<file path="config.mk">
export PLATFORM = sky130hd
export DESIGN_NAME = chacha20_stream_cipher_flat
export DESIGN_NICKNAME = d
export VERILOG_FILES = /design/src/cc20_pkg.sv /design/src/cc20_in_if.sv /design/src/cc20_out_if.sv /design/src/chacha20_stream_cipher.sv /design/src/cc20_ctrl.sv /design/src/cc20_datapath.sv /design/src/flat_wrapper.sv
export SDC_FILE = /design/constraint.sdc
export NUM_CORES = 2
export LEC_CHECK = 0
export BUFFER_PORTS_ARGS = -buffer_cell sky130_fd_sc_hd__buf_2
export CORE_AREA = 2 2 520 522
export DETAILED_ROUTE_END_ITERATION = 10
export DIE_AREA = 0 0 522 524
export PLACE_DENSITY_LB_ADDON = 0.15
export SYNTH_ARGS = -nofsm -noshare
export SYNTH_HDL_FRONTEND = slang
export SYNTH_HIERARCHICAL = 1
export SYNTH_SLANG_ARGS = --single-unit
</file>
<file path="constraint.sdc">
create_clock -name clk -period 33.2 [get_ports clk]
set_clock_uncertainty 0.05 [all_clocks]
set_input_delay 4.98 -clock clk [delete_from_list [all_inputs] [get_ports clk]]
set_output_delay 4.98 -clock clk [all_outputs]
set_load 0.01 [all_outputs]
</file>
<file path="src/cc20_pkg.sv">
// Shared types, constants and helpers for the ChaCha20 stream cipher block.
// Used by the controller, the datapath, the top level and the testbench.
package cc20_pkg;

    // Configuration port geometry
    localparam int CFG_DATA_W   = 64;
    localparam int CFG_IDX_W    = 3;
    localparam int NUM_CFG_REGS = 7;

    // Configuration register indexes
    typedef enum logic [CFG_IDX_W-1:0] {
        REG_KEY0       = 3'd0,
        REG_KEY1       = 3'd1,
        REG_KEY2       = 3'd2,
        REG_KEY3       = 3'd3,
        REG_NONCE_LOW  = 3'd4,
        REG_NONCE_HIGH = 3'd5,
        REG_START_CTR  = 3'd6
    } cfg_reg_t;

    // Block geometry: 16 words, 64 bytes, position counts 0..64
    localparam int NUM_WORDS = 16;
    localparam int POS_W     = 7;

    // "expand 32-byte k"
    localparam logic [31:0] SIGMA [4] = '{
        32'h6170_7865, 32'h3320_646e, 32'h7962_2d32, 32'h6b20_6574
    };

    // Controller to datapath commands
    typedef struct packed {
        logic       load;   // load working state from the block input
        logic       round;  // one add-xor-rotate step on all four lanes
        logic       feed;   // add the block input back in
        logic       copy;   // move finished block into the keystream buffer
        logic       diag;   // diagonal round when set, column round otherwise
        logic [1:0] sub;    // step within the quarter round
    } cc20_cmd_t;

    // Datapath to controller status
    typedef struct packed {
        logic ks_empty;     // every byte of the keystream buffer is used
    } cc20_stat_t;

    function automatic logic [31:0] rotl32(input logic [31:0] x, input int unsigned n);
        return (x << n) | (x >> (32 - n));
    endfunction

endpackage

</file>
<file path="src/cc20_in_if.sv">
// Byte request channel into the cipher: valid/ready plus data byte and end flag.
// Stand-alone interface, no dependencies.
interface cc20_in_if;
    logic       valid;
    logic       ready;
    logic [7:0] data_byte;
    logic       last_in;

    modport source (output valid, output data_byte, output last_in, input ready);
    modport sink   (input valid, input data_byte, input last_in, output ready);
endinterface

</file>
<file path="src/cc20_out_if.sv">
// Result channel out of the cipher: valid/ready plus cipher byte and end flag.
// Stand-alone interface, no dependencies.
interface cc20_out_if;
    logic       valid;
    logic       ready;
    logic [7:0] out_byte;
    logic       last_out;

    modport source (output valid, output out_byte, output last_out, input ready);
    modport sink   (input valid, input out_byte, input last_out, output ready);
endinterface

</file>
<file path="src/chacha20_stream_cipher.sv">
// ChaCha20 stream cipher top level. A request leaves as a result in the cycle after it
// is taken. A keystream block steps through load, rounds, feed-forward and copy to the
// buffer, one step of four quarter-round lanes per cycle; it runs while the previous block's
// bytes go out, so throughput is one byte a cycle while the buffer holds bytes and results
// are taken. Reset, or any config write to a valid register, restarts at the start counter
// and stalls requests until the buffer is refilled. Uses cc20_pkg, cc20_ctrl, cc20_datapath.
module chacha20_stream_cipher #(
    parameter int DOUBLE_ROUNDS = 10
) (
    input  logic                             clk,
    input  logic                             rst_n,
    input  logic                             cfg_wr_en,
    input  logic [cc20_pkg::CFG_IDX_W-1:0]   cfg_index,
    input  logic [cc20_pkg::CFG_DATA_W-1:0]  cfg_data,
    cc20_in_if.sink                          bytes,
    cc20_out_if.source                       results
);

    cc20_pkg::cc20_cmd_t  cmd;
    cc20_pkg::cc20_stat_t stat;
    logic                 cfg_hit;

    // Writes beyond the register list are ignored
    assign cfg_hit = cfg_wr_en && (cfg_index < cc20_pkg::CFG_IDX_W'(cc20_pkg::NUM_CFG_REGS));

    cc20_ctrl #(
        .DOUBLE_ROUNDS(DOUBLE_ROUNDS)
    ) u_ctrl (
        .clk     (clk),
        .rst_n   (rst_n),
        .restart (cfg_hit),
        .stat    (stat),
        .cmd     (cmd)
    );

    cc20_datapath u_datapath (
        .clk       (clk),
        .rst_n     (rst_n),
        .cmd       (cmd),
        .stat      (stat),
        .cfg_hit   (cfg_hit),
        .cfg_index (cfg_index),
        .cfg_data  (cfg_data),
        .bytes     (bytes),
        .results   (results)
    );

`ifndef SYNTHESIS
    // A taken request shows up as a result on the next cycle
    a_accept_to_result: assert property (@(posedge clk) disable iff (!rst_n)
        (bytes.valid && bytes.ready) |=> results.valid)
        else $error("taken request did not produce a result");

    // The buffer is only refilled once every byte has been used
    a_copy_when_empty: assert property (@(posedge clk) disable iff (!rst_n)
        cmd.copy |-> stat.ks_empty)
        else $error("keystream buffer overwritten while in use");

    // A config write leaves the stream waiting for a fresh block
    a_restart_empties: assert property (@(posedge clk) disable iff (!rst_n)
        cfg_hit |=> (stat.ks_empty && !bytes.ready))
        else $error("config write did not restart the stream");
`endif

endmodule

</file>
<file path="src/cc20_ctrl.sv">
// Block generation sequencer: load, rounds, feed-forward, hand-off to buffer.
// Depends on cc20_pkg for the command and status structs.
module cc20_ctrl #(
    parameter int DOUBLE_ROUNDS = 10
) (
    input  logic               clk,
    input  logic               rst_n,
    input  logic               restart,
    input  cc20_pkg::cc20_stat_t stat,
    output cc20_pkg::cc20_cmd_t  cmd
);

    localparam int NUM_STEPS = 8 * DOUBLE_ROUNDS;
    localparam int STEP_W    = $clog2(NUM_STEPS);
    localparam logic [STEP_W-1:0] LAST_STEP = STEP_W'(NUM_STEPS - 1);

    typedef enum logic [3:0] {
        ST_LOAD  = 4'b0001,
        ST_ROUND = 4'b0010,
        ST_FEED  = 4'b0100,
        ST_HOLD  = 4'b1000
    } state_t;

    state_t            state_reg, state_next;
    logic [STEP_W-1:0] step_reg, step_next;

    // Sequence the block and issue datapath commands
    always_comb
    begin
        state_next = state_reg;
        step_next  = step_reg;
        cmd        = '0;
        cmd.sub    = step_reg[1:0];
        cmd.diag   = step_reg[2];
        unique case (state_reg)
            ST_LOAD:
            begin
                cmd.load   = 1'b1;
                step_next  = '0;
                state_next = ST_ROUND;
            end
            ST_ROUND:
            begin
                cmd.round = 1'b1;
                if (step_reg == LAST_STEP)
                begin
                    state_next = ST_FEED;
                end
                else
                begin
                    step_next = step_reg + 1'b1;
                end
            end
            ST_FEED:
            begin
                cmd.feed   = 1'b1;
                state_next = ST_HOLD;
            end
            ST_HOLD:
            begin
                cmd.copy = stat.ks_empty;
                if (stat.ks_empty)
                begin
                    state_next = ST_LOAD;
                end
            end
            default:
            begin
                state_next = ST_LOAD;
            end
        endcase
        // Drop the block in progress on a restart
        if (restart)
        begin
            state_next = ST_LOAD;
        end
    end

    always_ff @(posedge clk or negedge rst_n)
    begin
        if (!rst_n)
        begin
            state_reg <= ST_LOAD;
            step_reg  <= '0;
        end
        else
        begin
            state_reg <= state_next;
            step_reg  <= step_next;
        end
    end

endmodule

</file>
<file path="src/cc20_datapath.sv">
// Cipher datapath: config registers, working state with four quarter-round
// lanes, keystream buffer, byte select and output register. Uses cc20_pkg.
module cc20_datapath (
    input  logic                             clk,
    input  logic                             rst_n,
    input  cc20_pkg::cc20_cmd_t              cmd,
    output cc20_pkg::cc20_stat_t             stat,
    input  logic                             cfg_hit,
    input  logic [cc20_pkg::CFG_IDX_W-1:0]   cfg_index,
    input  logic [cc20_pkg::CFG_DATA_W-1:0]  cfg_data,
    cc20_in_if.sink                          bytes,
    cc20_out_if.source                       results
);

    logic [63:0] key_reg [4];
    logic [63:0] nonce_low_reg;
    logic [31:0] nonce_high_reg;
    logic [31:0] start_ctr_reg;
    logic [31:0] ctr_reg;

    logic [31:0] w_reg  [cc20_pkg::NUM_WORDS];
    logic [31:0] ks_reg [cc20_pkg::NUM_WORDS];
    logic [cc20_pkg::POS_W-1:0] pos_reg;

    logic       out_valid_reg;
    logic [7:0] out_byte_reg;
    logic       last_out_reg;

    logic [31:0] init_w  [cc20_pkg::NUM_WORDS];
    logic [31:0] round_w [cc20_pkg::NUM_WORDS];
    logic [31:0] la [4], lb [4], lc [4], ld [4];
    logic [31:0] na [4], nb [4], nc [4], nd [4];
    logic [31:0] ks_word;
    logic [7:0]  ks_byte;
    logic        accept;

    // Block input words
    always_comb
    begin
        for (int i = 0; i < 4; i++)
        begin
            init_w[i]         = cc20_pkg::SIGMA[i];
            init_w[4 + 2 * i] = key_reg[i][31:0];
            init_w[5 + 2 * i] = key_reg[i][63:32];
        end
        init_w[12] = ctr_reg;
        init_w[13] = nonce_low_reg[31:0];
        init_w[14] = nonce_low_reg[63:32];
        init_w[15] = nonce_high_reg;
    end

    // Gather lanes: columns, or diagonals shifted along each row
    always_comb
    begin
        for (int j = 0; j < 4; j++)
        begin
            la[j] = w_reg[j];
            lb[j] = cmd.diag ? w_reg[4 + ((j + 1) % 4)]  : w_reg[4 + j];
            lc[j] = cmd.diag ? w_reg[8 + ((j + 2) % 4)]  : w_reg[8 + j];
            ld[j] = cmd.diag ? w_reg[12 + ((j + 3) % 4)] : w_reg[12 + j];
        end
    end

    // One add-xor-rotate step per lane
    always_comb
    begin
        for (int j = 0; j < 4; j++)
        begin
            na[j] = la[j];
            nb[j] = lb[j];
            nc[j] = lc[j];
            nd[j] = ld[j];
            case (cmd.sub)
                2'd0:
                begin
                    na[j] = la[j] + lb[j];
                    nd[j] = cc20_pkg::rotl32(ld[j] ^ na[j], 16);
                end
                2'd1:
                begin
                    nc[j] = lc[j] + ld[j];
                    nb[j] = cc20_pkg::rotl32(lb[j] ^ nc[j], 12);
                end
                2'd2:
                begin
                    na[j] = la[j] + lb[j];
                    nd[j] = cc20_pkg::rotl32(ld[j] ^ na[j], 8);
                end
                default:
                begin
                    nc[j] = lc[j] + ld[j];
                    nb[j] = cc20_pkg::rotl32(lb[j] ^ nc[j], 7);
                end
            endcase
        end
    end

    // Scatter lanes back to their word positions
    always_comb
    begin
        for (int k = 0; k < 4; k++)
        begin
            round_w[k]      = na[k];
            round_w[4 + k]  = cmd.diag ? nb[(k + 3) % 4] : nb[k];
            round_w[8 + k]  = cmd.diag ? nc[(k + 2) % 4] : nc[k];
            round_w[12 + k] = cmd.diag ? nd[(k + 1) % 4] : nd[k];
        end
    end

    // Working state
    always_ff @(posedge clk)
    begin
        for (int i = 0; i < cc20_pkg::NUM_WORDS; i++)
        begin
            if (cmd.load)
            begin
                w_reg[i] <= init_w[i];
            end
            else if (cmd.round)
            begin
                w_reg[i] <= round_w[i];
            end
            else if (cmd.feed)
            begin
                w_reg[i] <= w_reg[i] + init_w[i];
            end
        end
    end

    // Keystream buffer, filled from the finished block
    always_ff @(posedge clk)
    begin
        if (cmd.copy && !cfg_hit)
        begin
            for (int i = 0; i < cc20_pkg::NUM_WORDS; i++)
            begin
                ks_reg[i] <= w_reg[i];
            end
        end
    end

    assign stat.ks_empty = pos_reg[cc20_pkg::POS_W-1];
    assign accept        = bytes.valid && bytes.ready;
    assign bytes.ready   = !stat.ks_empty && (!out_valid_reg || results.ready);

    // Pick the keystream byte, little-endian within the word
    assign ks_word = ks_reg[pos_reg[5:2]];
    assign ks_byte = ks_word[{pos_reg[1:0], 3'b000} +: 8];

    // Config registers, block counter and byte position
    always_ff @(posedge clk or negedge rst_n)
    begin
        if (!rst_n)
        begin
            for (int i = 0; i < 4; i++)
            begin
                key_reg[i] <= '0;
            end
            nonce_low_reg  <= '0;
            nonce_high_reg <= '0;
            start_ctr_reg  <= '0;
            ctr_reg        <= '0;
            pos_reg        <= cc20_pkg::POS_W'(64);
        end
        else if (cfg_hit)
        begin
            // Restart the stream from the start counter, taking a new one as it lands
            ctr_reg <= (cfg_index == cc20_pkg::REG_START_CTR) ? cfg_data[31:0]
                                                              : start_ctr_reg;
            pos_reg <= cc20_pkg::POS_W'(64);
            unique case (cfg_index)
                cc20_pkg::REG_KEY0:       key_reg[0]     <= cfg_data;
                cc20_pkg::REG_KEY1:       key_reg[1]     <= cfg_data;
                cc20_pkg::REG_KEY2:       key_reg[2]     <= cfg_data;
                cc20_pkg::REG_KEY3:       key_reg[3]     <= cfg_data;
                cc20_pkg::REG_NONCE_LOW:  nonce_low_reg  <= cfg_data;
                cc20_pkg::REG_NONCE_HIGH: nonce_high_reg <= cfg_data[31:0];
                cc20_pkg::REG_START_CTR:  start_ctr_reg  <= cfg_data[31:0];
                default:
                begin
                end
            endcase
        end
        else if (cmd.copy)
        begin
            ctr_reg <= ctr_reg + 32'd1;
            pos_reg <= '0;
        end
        else if (accept)
        begin
            pos_reg <= pos_reg + 1'b1;
        end
    end

    // Output register
    always_ff @(posedge clk or negedge rst_n)
    begin
        if (!rst_n)
        begin
            out_valid_reg <= 1'b0;
        end
        else if (accept)
        begin
            out_valid_reg <= 1'b1;
        end
        else if (results.ready)
        begin
            out_valid_reg <= 1'b0;
        end
    end

    always_ff @(posedge clk)
    begin
        if (accept)
        begin
            out_byte_reg <= bytes.data_byte ^ ks_byte;
            last_out_reg <= bytes.last_in;
        end
    end

    assign results.valid    = out_valid_reg;
    assign results.out_byte = out_byte_reg;
    assign results.last_out = last_out_reg;

endmodule

</file>
<file path="src/flat_wrapper.sv">
// flat-port wrapper written by rule: the top's interface ports become plain ports
module chacha20_stream_cipher_flat 
#(
    parameter int DOUBLE_ROUNDS = 10
)
  (clk, rst_n, cfg_wr_en, cfg_index, cfg_data, bytes_valid, bytes_data_byte, bytes_last_in, bytes_ready, results_valid, results_out_byte, results_last_out, results_ready);
  cc20_in_if bytes_i ();
  cc20_out_if results_i ();
  input  logic clk;
  input  logic rst_n;
  input  logic cfg_wr_en;
  input  logic [cc20_pkg::CFG_IDX_W-1:0] cfg_index;
  input  logic [cc20_pkg::CFG_DATA_W-1:0] cfg_data;
  input wire logic [$bits(bytes_i.valid)-1:0] bytes_valid;
  input wire logic [$bits(bytes_i.data_byte)-1:0] bytes_data_byte;
  input wire logic [$bits(bytes_i.last_in)-1:0] bytes_last_in;
  output wire logic [$bits(bytes_i.ready)-1:0] bytes_ready;
  output wire logic [$bits(results_i.valid)-1:0] results_valid;
  output wire logic [$bits(results_i.out_byte)-1:0] results_out_byte;
  output wire logic [$bits(results_i.last_out)-1:0] results_last_out;
  input wire logic [$bits(results_i.ready)-1:0] results_ready;
  assign bytes_i.valid = bytes_valid;
  assign bytes_i.data_byte = bytes_data_byte;
  assign bytes_i.last_in = bytes_last_in;
  assign bytes_ready = bytes_i.ready;
  assign results_valid = results_i.valid;
  assign results_out_byte = results_i.out_byte;
  assign results_last_out = results_i.last_out;
  assign results_i.ready = results_ready;
  chacha20_stream_cipher #(.DOUBLE_ROUNDS(DOUBLE_ROUNDS)) u_core (.clk(clk), .rst_n(rst_n), .cfg_wr_en(cfg_wr_en), .cfg_index(cfg_index), .cfg_data(cfg_data), .bytes(bytes_i), .results(results_i));
endmodule
</file>
# --- After elaboration in Yosys (flattened, before gate mapping) ---
# Memory sizes are Yosys's and may differ from the RTL's.
# Cells that the tools add are included.
# W data, S select, Z words.
word_totals:
  ff_bits: 444
  mem_bits_rw: 1024
  input_bits: 81
  output_inout_bits: 11
  word_cells: 242
  memories: 2
mem_list:
  columns: ["memory", "words", "word_bits", "rd", "rd_clocked_by_memory_dff", "write_ports", "line_no", "source"]
  rows:
  - ["u_core.u_datapath.ks_reg", 16, 32, 1, 0, 16, "cc20_datapath.sv:22", "logic [31:0] ks_reg [cc20_pkg::NUM_WORDS];"]
  - ["u_core.u_datapath.w_reg", 16, 32, 16, 0, 16, "cc20_datapath.sv:21", "logic [31:0] w_reg [cc20_pkg::NUM_WORDS];"]
classes:
  add_sub_neg: 27
  n_lt_le_gt_ge: 1
  eq_ne: 16
  shifts: 1
  muxes: 101
  bitwise_logic: 57
  n_reduce_logical: 23
ops:
  columns: ["operator", "count"]
  rows:
  - ["$mux W32", 67]
  - ["$add A32 B32 Y32", 20]
  - ["$pmux W32 S2", 8]
  - ["$xor A32 B32 Y32", 8]
  - ["$or A32 B12 Y32", 4]
  - ["$or A32 B16 Y32", 4]
  - ["$or A32 B7 Y32", 4]
  - ["$or A32 B8 Y32", 4]
  - ["$add A32 B31 Y32 const B", 3]
  - ["$add A32 B1 Y32 const B", 1]
  - ["$add A32 B30 Y32 const B", 1]
  - ["$or A1 B1 Y1", 32]
  - ["$shiftx A32 B6 Y8", 1]
  - ["$mux W7", 4]
  - ["$mux W1", 17]
  - ["$pmux W4 S4", 1]
  - ["$reduce_and A2 Y1", 8]
  - ["$add A7 B1 Y7 const B", 2]
  - ["$pmux W7 S2", 1]
  - ["$mux W4", 3]
  - ["$eq A3 B3 Y1 const B", 3]
  - ["$xor A8 B8 Y8", 1]
  - ["$eq A7 B7 Y1 const B", 1]
  - ["$eq A3 B2 Y1 const B", 2]
  - ["other kinds (18)", 26]

# --- Depth between registers and ports, before layout ---
# An unclocked memory read counts as a cell.
depth:
  depth_word: 9
  depth_mapped: 25
  ltp_nobuf: 15

# --- By module ---
# The synthesis kept the hierarchy.
by_module_without_submodules:
  columns: ["module", "n_inst", "cells_each", "area_per_inst_um2", "seq_area_each_um2"]
  rows:
  - ["cc20_datapath", 1, 10764, 108739.3, 41631.2]
  - ["cc20_ctrl", 1, 71, 673.1, 276.5]
  - ["chacha20_stream_cipher", 1, 2, 10.0, 0.0]

# --- Least setup slack after synthesis ---
# OpenSTA, ideal clock, no wires.
synth_timing:
  kind: "input to register"
  from: "input cfg_index[0] in the netlist's numbering"
  to: "memory u_core.u_datapath.ks_reg[0][0] (enable)"
  arrival_ps: 27922
  required_time_ps: 31695
  slack_ps: 3773
  cell_stages: 4
  cell_sequence: "a31oi_1 clkbuf_1 clkbuf_1 nor2b_1"
synth_lines:
  columns: ["item", "line_no", "source"]
  rows:
  - ["start, declared", "flat_wrapper.sv:12", "input logic [cc20_pkg::CFG_IDX_W-1:0] cfg_index;"]
  - ["end, declared", "cc20_datapath.sv:22", null]

# --- Worst setup path after layout ---
layout_timing:
  from: "input results_ready"
  to: "output bytes_ready"
layout_via:
  elab_chain_cells: 2
layout_lines:
  columns: ["item", "line_no", "source"]
  rows:
  - ["start, declared", "flat_wrapper.sv:21", "input wire logic [$bits(results_i.ready)-1:0] results_ready;"]
  - ["$logic_or A1 B1 Y1", "cc20_datapath.sv:144", "assign bytes.ready = !stat.ks_empty && (!out_valid_reg || results.ready);"]
  - ["$logic_and A1 B1 Y1", "cc20_datapath.sv:144", null]
  - ["end, declared", "flat_wrapper.sv:17", "output wire logic [$bits(bytes_i.ready)-1:0] bytes_ready;"]
# No other way between the ends.

==> results.sh <==
export IMPL_status="complete, but fails checks"
export IMPL_violations="capacitance limit, slew limit"
export IMPL_nNetsFinal=11500
export IMPL_grt_pass1_wl_mm=809
export IMPL_antenna_found_initial=68
export IMPL_grt_ovfl_total=0
export IMPL_synth_edf_count=1033
export IMPL_rsz0062_at_grt="false"
export IMPL_hold_class="reg -> reg"
export IMPL_place_inst=14200
export IMPL_setup_viol=0
export IMPL_num_vias=98700
export IMPL_cts_resized=0
export IMPL_ys_seq_area_share_pct=38.3
export IMPL_relSlewSlack_pct=-5.23
export IMPL_yosys_warnings=6
export IMPL_dieArea_mm2=0.274
export IMPL_drv_slew=13
export IMPL_firstDrtPassIters=6
export IMPL_io_pin_count=92
export IMPL_placementRows=190
export IMPL_cp_required_ns=28.17
export IMPL_setup_tns_ns=0
export IMPL_crit_path_end_kind="primary output"
export IMPL_drv_cap=5
export IMPL_finalHoldViolCount=0
export IMPL_dpl_hpwl_mm=490
export IMPL_synth_seq_cells=1468
export IMPL_cts_buffers=191
export IMPL_path_clk_slew_ns=0.06
export IMPL_grt_pass1_vias=88600
export IMPL_fin_crit_ns=10.46
export IMPL_cp_arrival_ns=5.43
export IMPL_gp_congestion=1.07
export IMPL_clock_path_buffers=4
export IMPL_ys_async_sr_fraction_pct=29.6
export IMPL_dieHeight_um=524
export IMPL_drcViolationCount=0
export IMPL_post_cts_buffers=0
export IMPL_netlist_instances=10800
export IMPL_grt_usage_pct=43.9
export IMPL_insertion_delay_ns=0.94
export IMPL_synth_top_area_share_pct=28.3
export IMPL_drive_gt1_share_pct=14.7
export IMPL_synthTopCellsByArea="edfxtp_1 28%, dfrtp_1 9.9%, ha_1 7.2%, mux2_2 6.7%, xnor2_1 4.4%"
export IMPL_routed_wl_mm=619
export IMPL_syn_area_per_cell_um2=10.1
export IMPL_final_util_pct=45.3
export IMPL_mappedNetlistNets=11600
export IMPL_start_util_pct=40.9
export IMPL_io_buffers=91
export IMPL_fillers=25600
export IMPL_dieWidth_um=522
export IMPL_ctsHoldBuffers=0
export IMPL_path_max_fanout=2
export IMPL_initialDrtViolationCount=15000
export IMPL_wire_per_inst_um=42.5
export IMPL_synth_cell_types=105
export IMPL_numClockSinks=1468
export IMPL_fmax_ghz=0.0956
export IMPL_worstSetupStartpointType="input port"
export IMPL_layout_cells_non_filler=14500
export IMPL_fp_coreArea_mm2=0.267
export IMPL_crit_type="in -> out"
export IMPL_cts_tree="built"
export IMPL_antenna_left=0
export IMPL_final_period_utilization_pct=31.5
export IMPL_worst_pin_slew_ns=1.57
export IMPL_syn2layout_area_growth_pct=10.7
export IMPL_syn_cell_area_mm2=0.109
export IMPL_synth_ff_type="edfxtp_1"
export IMPL_grt_max_degree=129
export IMPL_clock_root_buffer="clkbuf_16"
export IMPL_vias_per_cell=6.79
export IMPL_synth_top_area_cell="edfxtp_1"
export IMPL_htreeDepth=4
-- path summary, 6_finish.rpt --
path / start / endpoint / slack, ns / depth (start not counted)
worst max-delay path: results_ready / bytes_ready / 22.74 / 4
worst min-delay path: u_core/u_datapath/w_reg[1][0]$_SDFFCE_PN0P_ / u_core/u_datapath/ks_reg[1][0]$_DFFE_PP_ / 0.42 / 0
worst max register to register: u_core/u_ctrl/step_reg[2]$_DFFE_PN0P_ / u_core/u_datapath/w_reg[12][31]$_DFFE_PP_ / 24.24 / 16
worst min register to register: u_core/u_datapath/w_reg[1][0]$_SDFFCE_PN0P_ / u_core/u_datapath/ks_reg[1][0]$_DFFE_PP_ / 0.42 / 0
max in group asynchronous: rst_n / u_core/u_datapath/init_w[341]$_DFFE_PN0P_ / 26.09 / 4
min in group asynchronous: rst_n / u_core/u_datapath/init_w[160]$_DFFE_PN0P_ / 3.91 / 1
-- cell usage after synthesis (153+ instances only) --
cell,count
a21o_1,317
a21oi_1,776
a22oi_1,156
clkbuf_1,431
dfrtp_1,433
edfxtp_1,1033
ha_1,627
inv_1,306
mux2_2,649
mux2i_1,273
mux4_2,172
nand2_1,757
nand3_1,216
nor2_1,755
o211ai_1,153
o21ai_0,765
xnor2_1,544
xor2_1,338
-- cell usage in the layout (no fill, tap or decap), drive strengths merged, types with 154 or more instances in the layout --
cell / instances
a21o: 317
a21oi: 778
a22oi: 156
a31oi: 154
buf: 346
clkbuf: 264
dfrtp: 433
edfxtp: 1033
ha: 627
inv: 312
mux2: 649
mux2i: 273
mux4: 172
nand2: 757
nand3: 217
nor2: 755
o21ai: 776
xnor2: 544
xor2: 339
-- layer usage --
layer  vias up  share of wire (%)  track usage [%]
met3      1283                 12             14.5
li1      41200                  -                -
met1     49800                 39             56.8
met4        40                8.6             30.5
met2      6386                 40             61.6
met5         -              0.045                0
-- critical path, cell delays in order --
cell and delay [ns]:
buf_2 0.08, inv_1 0.05, a21oi_1 0.16, buf_2 0.16
-- area by class of cell --
cell class                      count  area (um^2)  area share, %
Sequential cell                  1468        41900           34.6
Clock inverter                     90         1070          0.881
Antenna cell                       43          108         0.0889
Multi-Input combinational cell   8477        64400           53.2
Clock buffer                      263         5410           4.47
Tap cell                         3552         4440           3.67
Inverter                          309         1180          0.974
Timing Repair Buffer              347         2550           2.11
-- cells by family after synthesis --
family	count (synthesis)	share of synthesized area (%)
adders and majority gates	647	7.54
muxes	1094	12.7
xor gates and xnor gates	919	7.83
and+or+nand+nor	2452	10.3
DFF	1468	38.3
AOI/OAI and AO/OA	3365	20.2
buffers and inverters	892	3.14
-- metrics by stage --
stage / worst slack (ns) / instance area [um^2] / hold slack (ns)
final: 22.74 / 121000 / 0.424
after CTS: 22.74 / 121000 / 0.421
after detailed placement: 22.74 / 114000 / 0.408
after global routing: 22.70 / 121000 / 0.434
after global placement: 22.68 / 114000 / 0.413
after floorplan: 3.77 / 109000 / 0.374
Power is not shown: default switching activity piles up to over one toggle a cycle in this logic, so the estimate is an artifact.
